==> config.mk <==
export PLATFORM = sky130hd
export DESIGN_NAME = mot_mul
export DESIGN_NICKNAME = d
export VERILOG_FILES = /design/src/mot_mul.sv
export SDC_FILE = /design/constraint.sdc
export NUM_CORES = 2
export LEC_CHECK = 0
export ABC_CLOCK_PERIOD_IN_PS = 10200
export BUFFER_PORTS_ARGS = -buffer_cell sky130_fd_sc_hd__buf_2
export CORE_ASPECT_RATIO = 0.8
export CORE_MARGIN = 4
export CORE_UTILIZATION = 40
export DETAILED_ROUTE_END_ITERATION = 8
export PLACE_DENSITY = 0.57
export REMOVE_ABC_BUFFERS = 1
export SLEW_MARGIN = 20
export SYNTH_ARGS = -nofsm -noshare
export SYNTH_HDL_FRONTEND = slang
export SYNTH_SLANG_ARGS = --single-unit
==> constraint.sdc <==
create_clock -name i_clk -period 10.2 [get_ports i_clk]
set_input_delay 1.02 -clock i_clk [delete_from_list [all_inputs] [get_ports i_clk]]
set_output_delay 1.02 -clock i_clk [all_outputs]
set_load 0.005 [all_outputs]
==> src/mot_mul.sv <==
// ----------------------------------------------------------------------------
// mot_mul: shared signed multiplier
// 32x32 signed multiply, product registered.
// ----------------------------------------------------------------------------
`default_nettype none

module mot_mul (
    input  wire                 i_clk,
    input  wire  signed [31:0]  i_a,
    input  wire  signed [31:0]  i_b,
    output logic signed [63:0]  o_prod
);

    logic signed [63:0] r_prod;

    always_ff @(posedge i_clk) begin
        r_prod <= 64'(i_a) * 64'(i_b);
    end

    assign o_prod = r_prod;

endmodule

`default_nettype wire

# Word-level counts from Yosys, hierarchy flattened
# Index checks and enable logic that the tools add are counted.
dict set report totals {
  elab_cells 2
  reg_bits 64
}
dict set report op_classes {
  mul 1
}
# op n
set op_table {}
lappend op_table {{32-bit by 32-bit multiplier with 64-bit output} 1}

# Longest topological paths before layout
dict set report depth {
  ltp_word 1
  ltp_mapped 28
}

# Worst setup path before layout
# OpenSTA, ideal clock, no wires.
dict set report synth_timing {
  kind {input port to flip-flop}
  start {input port i_b[2]}
  end {register r_prod[62] (netlist: o_prod[62])}
  path_stages 24
  t_arrival_ns 8.209
  setup_slack_ns 1.919
  required_time_ns 10.128
  path_cell_list {clkbuf_1 nand2_1 inv_1 fa_1 fa_1 fa_1 fa_1 inv_1 fa_1 inv_1 fa_1 inv_1 fa_1 inv_1 fa_1 ha_1 and3_1 nand2_1 or3_1 o22a_1 o211ai_1 a31oi_1 o31ai_1 xor2_1}
}
dict set report synth_between {
  elab_chain_cells 1
}
# item line
set synth_rtl {}
lappend synth_rtl {{from (decl)} 10} ;# input wire signed [31:0] i_b,
lappend synth_rtl {{32-bit by 32-bit multiplier with 64-bit output} 17} ;# r_prod <= 64'(i_a) * 64'(i_b);
lappend synth_rtl {{to (signal assigned)} 17}
lappend synth_rtl {{to (decl)} 14} ;# logic signed [63:0] r_prod;
# No other way between the ends.

# Final worst setup path
dict set report layout_timing {
  start {input port i_b[3]}
  end {register r_prod[62] (netlist: o_prod[62])}
}
# The elaborated chain is that of the path after synthesis.

==> summary.md <==
| Metric | Value |
|---|---|
| Layout fillers | `8971` |
| Ratio of final minimum period to clock period | `0.8724` |
| Area share of the largest cell type after synthesis | `0.5816` |
| Final standard cell utilization of the core | `0.4289` |
| Terminating pin of the worst hold path | `o_prod[0]$_DFF_P_` |
| Total count of hold-check failures in the final report | `0` |
| Setup repair after global routing missed its margin | `no` |
| Multi-input gate area in the final layout | `0.03163 mm²` |
| Number of rows in the core area | `99` |
| Post-layout instance count excluding filler cells | `5090` |
| Max-cap viol count | `0` |
| Clock Sink Count | `64` |
| Number of instances in the synthesized netlist | `3884` |
| Crit-path leading delay family | `adder cells` |
| Count of boundary I/O pins | `129` |
| Iteration-0 DRC count of the detailed router | `1709` |
| Placer Congestion | `0.8690` |
| Prevailing post-synth register cell | `dfxtp_1` |
| Worst Path Buf+Inv | `5` |
| Number of library cell types mapped by synthesis | `63` |
| Effective utilization at floorplan | `0.4057` |
| Max Buffers Root-to-Sink | `2` |
| Number of H-tree levels | `3` |
| Dominant cell type by count on the critical path | `fa_1` |
| Post-CTS Hold Buffers | `0` |
| Nature of the critical path endpoint | `flop` |
| Global-route wire length before repair | `170900 µm` |
| Die outline height | `280.9 µm` |
| Hold Crit Depth | `2` |
| Biggest area contributors in the synthesized netlist | `fa_1 (58%), inv_1 (9.6%), and2_1 (8.7%), ha_1 (6.2%), nand2_1 (5.2%)` |
| Post-cts repair resize count | `0` |
| Worst hold path type | `in2reg` |
| Flip-flop and latch count after synthesis | `64` |
| Final setup violation count | `0` |
| Average detailed-routed wire length per instance | `20.58 µm` |
| Top cell type by total area after synthesis | `fa_1` |
| Number of flip-flops under the largest register name | `64` |
| CORE AREA | `0.09179 mm²` |
| Post-Syn Area | `0.03724 mm²` |
| Remaining global-route overflow | `0` |
| Clock-pin slew of the registers on the worst-case setup and hold paths | `0.07 ns` |
| Achievable clock frequency | `112.4 MHz` |
| Fraction of layout instances using a drive strength above 1 | `0.05571` |
| Data required time of the critical path | `10.50 ns` |
| Kind of start point of the critical path | `input pin` |
| Cell type of the slowest stage on the worst timing path | `fa_1` |
| Yosys Warn Count | `0` |
| EDFF count, synth | `0` |
| HPWL after DPL | `88780 µm` |
| Slowest cell delay on critical path | `0.94 ns` |
| Worst min-delay path startpoint | `i_b[0]` |
| Mean number of vias per cell | `4.936` |
| Headroom to the max-slew limit | `0.3957` |
| Placed cell count | `5073` |
| Total number of vias | `25126` |
| Post CTS Setup Buffer Count | `0` |
| Vias in the first global route | `27379` |
| Actual transition at the worst max-transition pin | `0.9065 ns` |
| Final min period | `8.899 ns` |
| Total Negative Setup Slacks | `0 ns` |
| Slew Viols, Final | `0` |
| Wire length after detailed routing | `104700 µm` |
| Total number of nets in the final design | `5203` |
| Total Routing Usage GR | `0.2272` |
| DIE WIDTH | `349.1 µm` |
| Drt pass-1 iters | `6` |
| Number of antenna violations at the first check in global routing | `6` |
| Antenna Violating Nets Remaining | `0` |
| Status | `completed` |
| Peak fanout along the critical path | `23` |
| Number of clock buffers inserted by TritonCTS | `9` |
| Root buffer cell | `clkbuf_16` |
| Pin count of the biggest net entering global routing | `33` |
| Area growth from synthesis to final layout | `5.711%` |
| Remaining DRCs | `0` |
| Worst-path cell chain | `buf_2 > and2_1 > fa_1 > fa_1 > fa_1 > fa_1 > inv_1 > fa_1 > inv_1 > fa_1 > inv_1 > fa_1 > fa_1 > inv_1 > ha_1 > and3_1 > nand2_1 > or3_1 > o211ai_1 > a31oi_1 > o31ai_1 > xor2_1` |
| Die area | `0.09808 mm²` |
| CTS tree | `yes` |
| Average cell area after synthesis | `9.589 µm²` |
| Worst setup timing slack at the placement stage | `0.9256 ns` |
| Register area | `0.001281 mm²` |
| WP data arrival | `9.20 ns` |
| Async SR Flop Fraction | `0` |
| Critical path class | `in2reg` |
| Quantity of I/O buffers inserted on ports | `128` |
| Crit path setup slack, layout | `1.301 ns` |
| Sequential area share after synthesis | `0.03440` |
-- layout make-up --
class	count	area share
timing repair buffer	177	0.02562
clock buffer	10	0.006070
inverter	952	0.09077
multi-input combinational	2668	0.8035
tap	1212	0.03852
antenna	1	0.00006356
clock inverter	6	0.002924
sequential	64	0.03254
-- logic make-up after synthesis --
logic type | share of synthesized area
fa+ha+maj | 0.6434
compound gates | 0.03464
buf+inv | 0.1162
simple gates | 0.1537
xor+xnor | 0.01764
flops | 0.03440
-- synth_stat cells (3+ instances only) --
cell         n
inv_1      952
nor2_1      42
a21oi_1     68
o211ai_1     3
o21ai_0     28
xnor2_1     53
nor2b_1      3
fa_1      1082
a211oi_1     4
nand3_1     15
nand2b_1     9
a211oi_2     3
o21a_1       4
and2_1     516
or3_1        4
a31oi_1     12
clkbuf_1   195
buf_2        3
and4_1       3
nand4_1      7
dfxtp_1     64
o31ai_1      6
xor2_1      22
ha_1       184
nor3_1       6
a21o_1      23
and3_1       7
o21bai_1    15
nand2_1    511
a21boi_0     3
-- layer usage --
| layer | routed length, µm | share of wire | vias up | GRT usage |
|---|---|---|---|---|
| met5 | 0 | 0 | - | 0 |
| met4 | 908 | 0.0087 | 0 | 0.02186 |
| met3 | 8944 | 0.085 | 44 | 0.04252 |
| met2 | 41960 | 0.40 | 886 | 0.3155 |
| met1 | 52920 | 0.51 | 13177 | 0.3766 |
| li1 | - | - | 11019 | - |
-- how the worst max path moves through the flow --
stage | start | endpoint | slack (ns) | cells past startpoint
finish | i_b[3] | o_prod[62]$_DFF_P_ | 1.30 | 22
global route | i_b[3] | o_prod[62]$_DFF_P_ | 0.77 | 22
CTS | i_b[3] | o_prod[62]$_DFF_P_ | 1.26 | 22
detailed placement | i_b[3] | o_prod[62]$_DFF_P_ | 0.93 | 22
global placement | i_b[5] | o_prod[62]$_DFF_P_ | 1.02 | 25
floorplan | i_b[2] | o_prod[62]$_DFF_P_ | 2.15 | 23
-- per-stage QoR --
stage / hold slack, ns / instance area, µm²
finish: 1.124 / 39370
global route: 1.120 / 39370
CTS: 1.100 / 39370
detailed placement: 1.399 / 39010
global placement: 1.397 / 39010
floorplan: 1.142 / 36490
-- layout by cell type (no fill, tap or decap), types with 4 or more instances in the layout --
cell / netlist / final
a211oi_1: 4 / 4
a21o_1: 23 / 23
a21oi_1: 68 / 68
a31oi_1: 12 / 12
and2_1: 516 / 516
and3_1: 7 / 7
buf_2: 3 / 128
buf_4: 0 / 49
clkbuf_16: 0 / 9
dfxtp_1: 64 / 64
fa_1: 1082 / 1082
ha_1: 184 / 184
inv_1: 952 / 952
nand2_1: 511 / 511
nand2b_1: 9 / 9
nand3_1: 15 / 15
nand4_1: 7 / 7
nor2_1: 42 / 42
nor3_1: 6 / 6
o21a_1: 4 / 4
o21ai_0: 28 / 28
o21bai_1: 15 / 15
o31ai_1: 6 / 6
or3_1: 4 / 4
xnor2_1: 53 / 53
xor2_1: 22 / 22
Power is not shown: default switching activity piles up to over one toggle a cycle in this logic, so the estimate is an artifact.
