--- config.mk ---
export PLATFORM = sky130hd
export DESIGN_NAME = mot_div
export DESIGN_NICKNAME = d
export VERILOG_FILES = /design/src/mot_pkg.sv /design/src/mot_div.sv
export SDC_FILE = /design/constraint.sdc
export NUM_CORES = 1
export LEC_CHECK = 0
export BUFFER_PORTS_ARGS = -buffer_cell sky130_fd_sc_hd__buf_4
export CORE_MARGIN = 2
export CORE_UTILIZATION = 40
export CTS_CLUSTER_SIZE = 8
export DETAILED_ROUTE_END_ITERATION = 8
export PLACE_DENSITY = 0.59
export SLEW_MARGIN = 40
export SYNTH_ARGS = -nofsm -noshare
export SYNTH_HDL_FRONTEND = slang
export SYNTH_SLANG_ARGS = --single-unit
--- constraint.sdc ---
create_clock -name i_clk -period 6.56 [get_ports i_clk]
set_clock_uncertainty 0.05 [all_clocks]
set_input_delay 1.312 -clock i_clk [delete_from_list [all_inputs] [get_ports i_clk]]
set_output_delay 1.312 -clock i_clk [all_outputs]
set_load 0.01 [all_outputs]
--- src/mot_pkg.sv ---
// ----------------------------------------------------------------------------
// mot_pkg: shared types, constants and fixed-point helpers
// Q8.24 rounding and saturation, network sizes and the divider handshake.
// ----------------------------------------------------------------------------
`default_nettype none

package mot_pkg;

    localparam int W_LEN = 6;                       // window taps
    localparam int HU    = 2;                       // hidden units
    localparam int NW    = HU * W_LEN;              // hidden weights
    localparam int NWB   = (NW > 1) ? $clog2(NW) : 1;
    localparam int HB    = (HU > 1) ? $clog2(HU) : 1;
    localparam int KB    = (W_LEN > 1) ? $clog2(W_LEN) : 1;

    localparam logic [31:0] RATE_RST = 32'd6710886;  // 0.4 in Q8.24

    localparam logic [1:0] OP_TRAIN   = 2'd0;
    localparam logic [1:0] OP_PREDICT = 2'd1;
    localparam logic [1:0] OP_LOAD    = 2'd2;

    typedef struct packed {
        logic        start;
        logic [63:0] dividend;
        logic [63:0] divisor;
    } t_div_req;

    typedef struct packed {
        logic        busy;
        logic        done;
        logic [63:0] quot;
    } t_div_rsp;

    // round to nearest (add half, floor shift by 24)
    function automatic logic signed [39:0] rnd24(input logic signed [63:0] p);
        logic signed [63:0] s;
        s = p + 64'sd8388608;
        return s[63:24];
    endfunction

    function automatic logic signed [31:0] sat32(input logic signed [41:0] v);
        logic signed [31:0] r;
        if (v > 42'sd2147483647) r = 32'sh7fffffff;
        else if (v < -42'sd2147483648) r = 32'sh80000000;
        else r = v[31:0];
        return r;
    endfunction

    function automatic logic signed [31:0] mulq(input logic signed [63:0] p);
        return sat32(42'(rnd24(p)));
    endfunction

endpackage

`default_nettype wire

--- src/mot_div.sv ---
// ----------------------------------------------------------------------------
// mot_div: iterative unsigned divider
// Restoring division, one quotient bit per cycle.
// ----------------------------------------------------------------------------
`default_nettype none

module mot_div (
    input  wire              i_clk,
    input  wire              i_rst_n,
    input  mot_pkg::t_div_req i_req,
    output mot_pkg::t_div_rsp o_rsp
);

    logic        r_busy;
    logic        r_done;
    logic [5:0]  r_cnt;
    logic [63:0] r_rem;
    logic [63:0] r_quo;
    logic [63:0] r_div;
    logic [64:0] w_trial;
    logic        w_ge;

    assign w_trial = {r_rem, r_quo[63]};
    assign w_ge    = (w_trial >= {1'b0, r_div});

    always_ff @(posedge i_clk) begin
        if (!i_rst_n) begin
            r_busy <= 1'b0;
            r_done <= 1'b0;
            r_cnt  <= '0;
        end else begin
            r_done <= 1'b0;
            if (i_req.start) begin
                r_busy <= 1'b1;
                r_cnt  <= 6'd63;
                r_rem  <= '0;
                r_quo  <= i_req.dividend;
                r_div  <= i_req.divisor;
            end else if (r_busy) begin
                r_rem <= w_ge ? 64'(w_trial - {1'b0, r_div}) : w_trial[63:0];
                r_quo <= {r_quo[62:0], w_ge};
                if (r_cnt == 6'd0) begin
                    r_busy <= 1'b0;
                    r_done <= 1'b1;
                end else begin
                    r_cnt <= r_cnt - 6'd1;
                end
            end
        end
    end

    assign o_rsp.busy = r_busy;
    assign o_rsp.done = r_done;
    assign o_rsp.quot = r_quo;

endmodule

`default_nettype wire

# Yosys cells after proc, flatten, opt, wreduce, memory -nomap -nowiden
# Index checks and enable logic that the tools add are counted.
# Widths: inputs -> output; s select.
# totals
reg_bits	200
wordCells	29
# op_classes
n_addsub	2
n_lt_le_gt_ge	1
eq_ne	1
n_mux	11
bitwise_logic	2
n_reduce_logical	6
# op_table
operator	count
$mux 64	4
$ge 65x64->1	1
$sub 64x64->64	1
$mux 6	3
$logic_not 6->1	1
$reduce_and 2->1	3
$sub 6x1->6 const B	1
$mux 1	4
$reduce_or 3->1	1
$ne 2x2->1 const B	1
$not 1->1	2
$reduce_bool 2->1	1

# Depth between registers and ports, before layout
# logic_depth
depth_word	4
mapped_depth	17
mapped_depth_nobuf	13

# Worst setup path before layout
# Ideal clock, no wire load.
# synth_timing
path_kind	input port to flip-flop
start	in i_req[128] in the netlist's numbering
end	reg r_quo[0] (enable)
setup_ps	498
arrival_time_ps	4803
setup_slack_ps	1209
stages	3
path_buffers	2
cell_sequence	clkbuf_1 clkbuf_1 o21a_1
# synth_via
elab_chain_len	2
# synth_lines
element	line	source
from (decl)	mot_div.sv:10	input mot_pkg::t_div_req i_req,
$reduce_bool 2->1 (no source line)	-	
$reduce_and 2->1 (no source line)	-	
to (signal assigned)	mot_div.sv:37	r_quo <= i_req.dividend;
to (signal assigned)	mot_div.sv:41	r_quo <= {r_quo[62:0], w_ge};
to (decl)	mot_div.sv:18	logic [63:0] r_quo;
# Every way passes these cells.
# A chain may end at the register's enable or synchronous reset.

# Worst setup path after layout
# layout_timing
start	reg r_quo[63]
end	reg r_rem[62] (data pin)
# layout_via
elab_chain_len	3
# layout_lines
element	line	source
$sub 64x64->64 / $ge 65x64->1 (equally long branches)	mot_div.sv:40, mot_div.sv:24	
$mux 64 *	mot_div.sv:40	r_rem <= w_ge ? 64'(w_trial - {1'b0, r_div}) : w_trial[63:0];
$mux 64 *	mot_div.sv:39	end else if (r_busy) begin
to (signal assigned)	mot_div.sv:40	
to (decl)	mot_div.sv:17	logic [63:0] r_rem;
# Every way passes the cells marked *; elsewhere a longest branch is shown, timed or not. The select of a mux whose other input is x is not followed.

==> metrics.md <==
| Metric | Value |
|---|---|
| Root Driver | clkbuf_16 |
| Final Hold Vio Count | 0 |
| Clock slew at reported path FFs | 0.08 ns |
| First-pass GRT wire length | 49,500 um |
| Final wirelength | 30,700 um |
| EDFF count, synth | 192 |
| Sequential share of the synthesized area | 48.6% |
| Reg2reg end | r_rem[62] |
| Die area | 31,900 um^2 |
| Die height | 179 um |
| Num CTS Buffers | 17 |
| Worst-skew pair later-pin latency | 0.46 ns |
| Antenna-violating nets left | 0 |
| Antenna violations before repair | 0 |
| Pleak | 5.89 nW |
| Starting Density | 40.9% |
| Non-Filler Instances | 1,737 |
| RR Startpoint | r_quo[63] |
| Design area | 14,500 um^2 |
| Reg2Reg Depth | 13 |
| Final setup TNS | 0 ns |
| # placed instances | 1,705 |
| Highest Clock Rate | 243 MHz |
| Worst hold path type | flop to flop |
| Fin crit period | 4.12 ns |
| Unique masters post-synth | 74 |
| Required @ worst endpoint | 6.81 ns |
| Async set-or-reset flop fraction in the synthesized netlist | 0% |
| Final HPWL DP | 22,200 um |
| 1st-iter DRT viols | 718 |
| Share of layout cells above drive strength 1 | 24.4% |
| Layout fillers | 2,808 |
| Worst rel slew slack | 47.3% |
| Setup Buffers After CTS | 0 |
| Max IR drop VDD | 0.000194 V |
| Synthesis warning total | 0 |
| Cell row count | 63 |
| CP Cell Sequence | inv_1, ha_1, fa_1, nand2b_1, a211oi_1, o21ai_0, a31oi_1, a31oi_1, a21oi_1, o21ai_1, nor3b_1, or4_1, a21oi_1 |
| CTS Sinks | 200 |
| Drt drc | 0 |
| I/O pin total | 197 |
| Die Width | 179 um |
| GP Congestion | 0.908 |
| Critical path's slowest cell | or4_1 |
| Main synth FF type | edfxtp_1 |
| RSZ-0062 raised after global routing | no |
| Worst-margin pin slew | 0.790 ns |
| WL per Instance | 17.7 um |
| Final #Nets | 1,532 |
| Commonest non-fill, non-tap cell in the layout | buf_4 |
| CP Capture Type | flop |
| Worst Path Max Fanout | 4 |
| Total gr overflow | 0 |
| Max-cap violations | 0 |
| FF+latch count, synth | 200 |
| DR pass1 iterations | 5 |
| Pin count of the biggest net entering global routing | 129 |
| Post-DR vias/cell | 5.39 |
| Total global-route track usage | 19.7% |
| Most frequent cells in the layout | buf_4 (199), edfxtp_1 (192), nand2_1 (151) |
| Cells resized by post-CTS repair | 0 |
| Hold Path Stages | 2 |
| Core area | 29,800 um^2 |
| Outcome | completed |
| Synthesized net count | 1,373 |
| IO Port Bufs | 196 |
| Layout area overhead | 19.4% |
| R2R setup slack | 2.44 ns |
| CP max stage delay | 0.52 ns |
| Final Max Tran Viols | 0 |
| Placement Cell Area | 14,000 um^2 |
| Antenna Cells | 0 |
| Hold worst-path end | r_done |
| Hold-fix buffers, CTS | 0 |
| Max Root-Sink Buffers | 2 |
| Vias | 9,361 |
| Tcrit/Tclk final | 62.7% |
| Setup CP Type | flop to flop |
| Hold path start | r_busy |
| CTS tree | yes |
| CP Launch Type | flop |
| H-tree Lvls | 4 |
| Arrival @ worst endpoint | 4.37 ns |
| Power Density | 257 nW/um^2 |
| Post-Syn Area | 12,200 um^2 |
| Post-Synthesis Cells | 1,175 |
| Mean Syn Cell Area | 10.4 um^2 |
| Final setup viols | 0 |
| Number of global-route vias before repair | 9,541 |
metrics by stage:
| step | hold WS (ns) | util [%] | total power [mW] | setup slack [ns] |
|---|---|---|---|---|
| after CTS | 0.437 | 48.8 | 3.77 | 2.47 |
| after detailed placement | 0.417 | 46.8 | 2.69 | 2.51 |
| after global routing | 0.480 | 48.8 | 3.94 | 2.27 |
| final | 0.435 | 48.8 | 3.74 | 2.44 |
| after global placement | 0.418 | 46.7 | 2.68 | 2.32 |
| after floorplan | 0.386 | - | 2.39 | 1.21 |
registers in the layout, summed over array words and instances, names as in the netlist:
signal  cells
r_rem      64
r_done      1
r_busy      1
r_div      64
r_cnt       6
r_quo      64
final cells by class:
class / instances / area, um^2 / area share [%]
Clock inverter: 15 / 160 / 1.10
Multi-Input combinational cell: 828 / 5680 / 39.1
Tap cell: 390 / 488 / 3.36
Timing Repair Buffer: 202 / 1540 / 10.6
Inverter: 85 / 319 / 2.19
Sequential cell: 200 / 5930 / 40.8
Clock buffer: 17 / 425 / 2.93
synth_stat cells, drive strengths merged (24+ instances only):
cell | instances | area share [%]
a21o | 25 | 1.5
buf | 24 | 1.1
inv | 85 | 2.6
clkbuf | 38 | 1.2
nor2 | 74 | 2.3
edfxtp | 192 | 47
nand4 | 25 | 1.3
a21oi | 113 | 4.7
nand2 | 151 | 4.7
a211oi | 24 | 2.0
mux2 | 64 | 5.9
o21ai | 44 | 1.9
ha | 66 | 6.8
xnor2 | 36 | 2.6
cell families after synthesis:
logic type	synth area share, %
AO/OA/AOI/OAI	16.3
AND/OR/NAND/NOR	12.9
flip-flops	48.6
XOR/XNOR	4.17
multiplexers	6.08
adder cells (fa/ha/maj)	6.94
buffers and inverters	4.94
where the power goes:
part	switching [mW]	internal [mW]	total, mW	leakage, nW
combinational	0.620	0.456	1.08	3.70
sequential	0.0511	1.54	1.59	1.90
clock	0.562	0.510	1.07	0.280
worst max path at each step:
stage               cells past startpoint  slack (ns)         to       start
finish                                 13        2.44  r_rem[62]   r_quo[63]
global route                           13        2.27  r_rem[62]   r_quo[63]
CTS                                    13        2.47  r_rem[62]   r_quo[63]
detailed placement                     13        2.51  r_rem[62]   r_quo[63]
global placement                       13        2.32  r_rem[22]   r_quo[63]
floorplan                               3        1.21   r_quo[0]  i_req[128]
critical path, delay by kind of cell (launching register included):
| kind | cells | cell delay [ns] |
|---|---|---|
| flip-flops | 1 | 0.42 |
| buffers and inverters | 1 | 0.06 |
| AND/OR/NAND/NOR | 3 | 0.95 |
| adder cells (fa/ha/maj) | 2 | 0.60 |
| AO/OA/AOI/OAI | 7 | 1.91 |
layer usage:
layer	vias up	track usage (%)	share of wire (%)
met4	0	5.66	1.7
met5	-	0	0
li1	4586	-	-
met3	37	5.95	7.4
met1	4455	25.5	45
met2	283	32.0	46
Power figures use the tool's default switching activity.
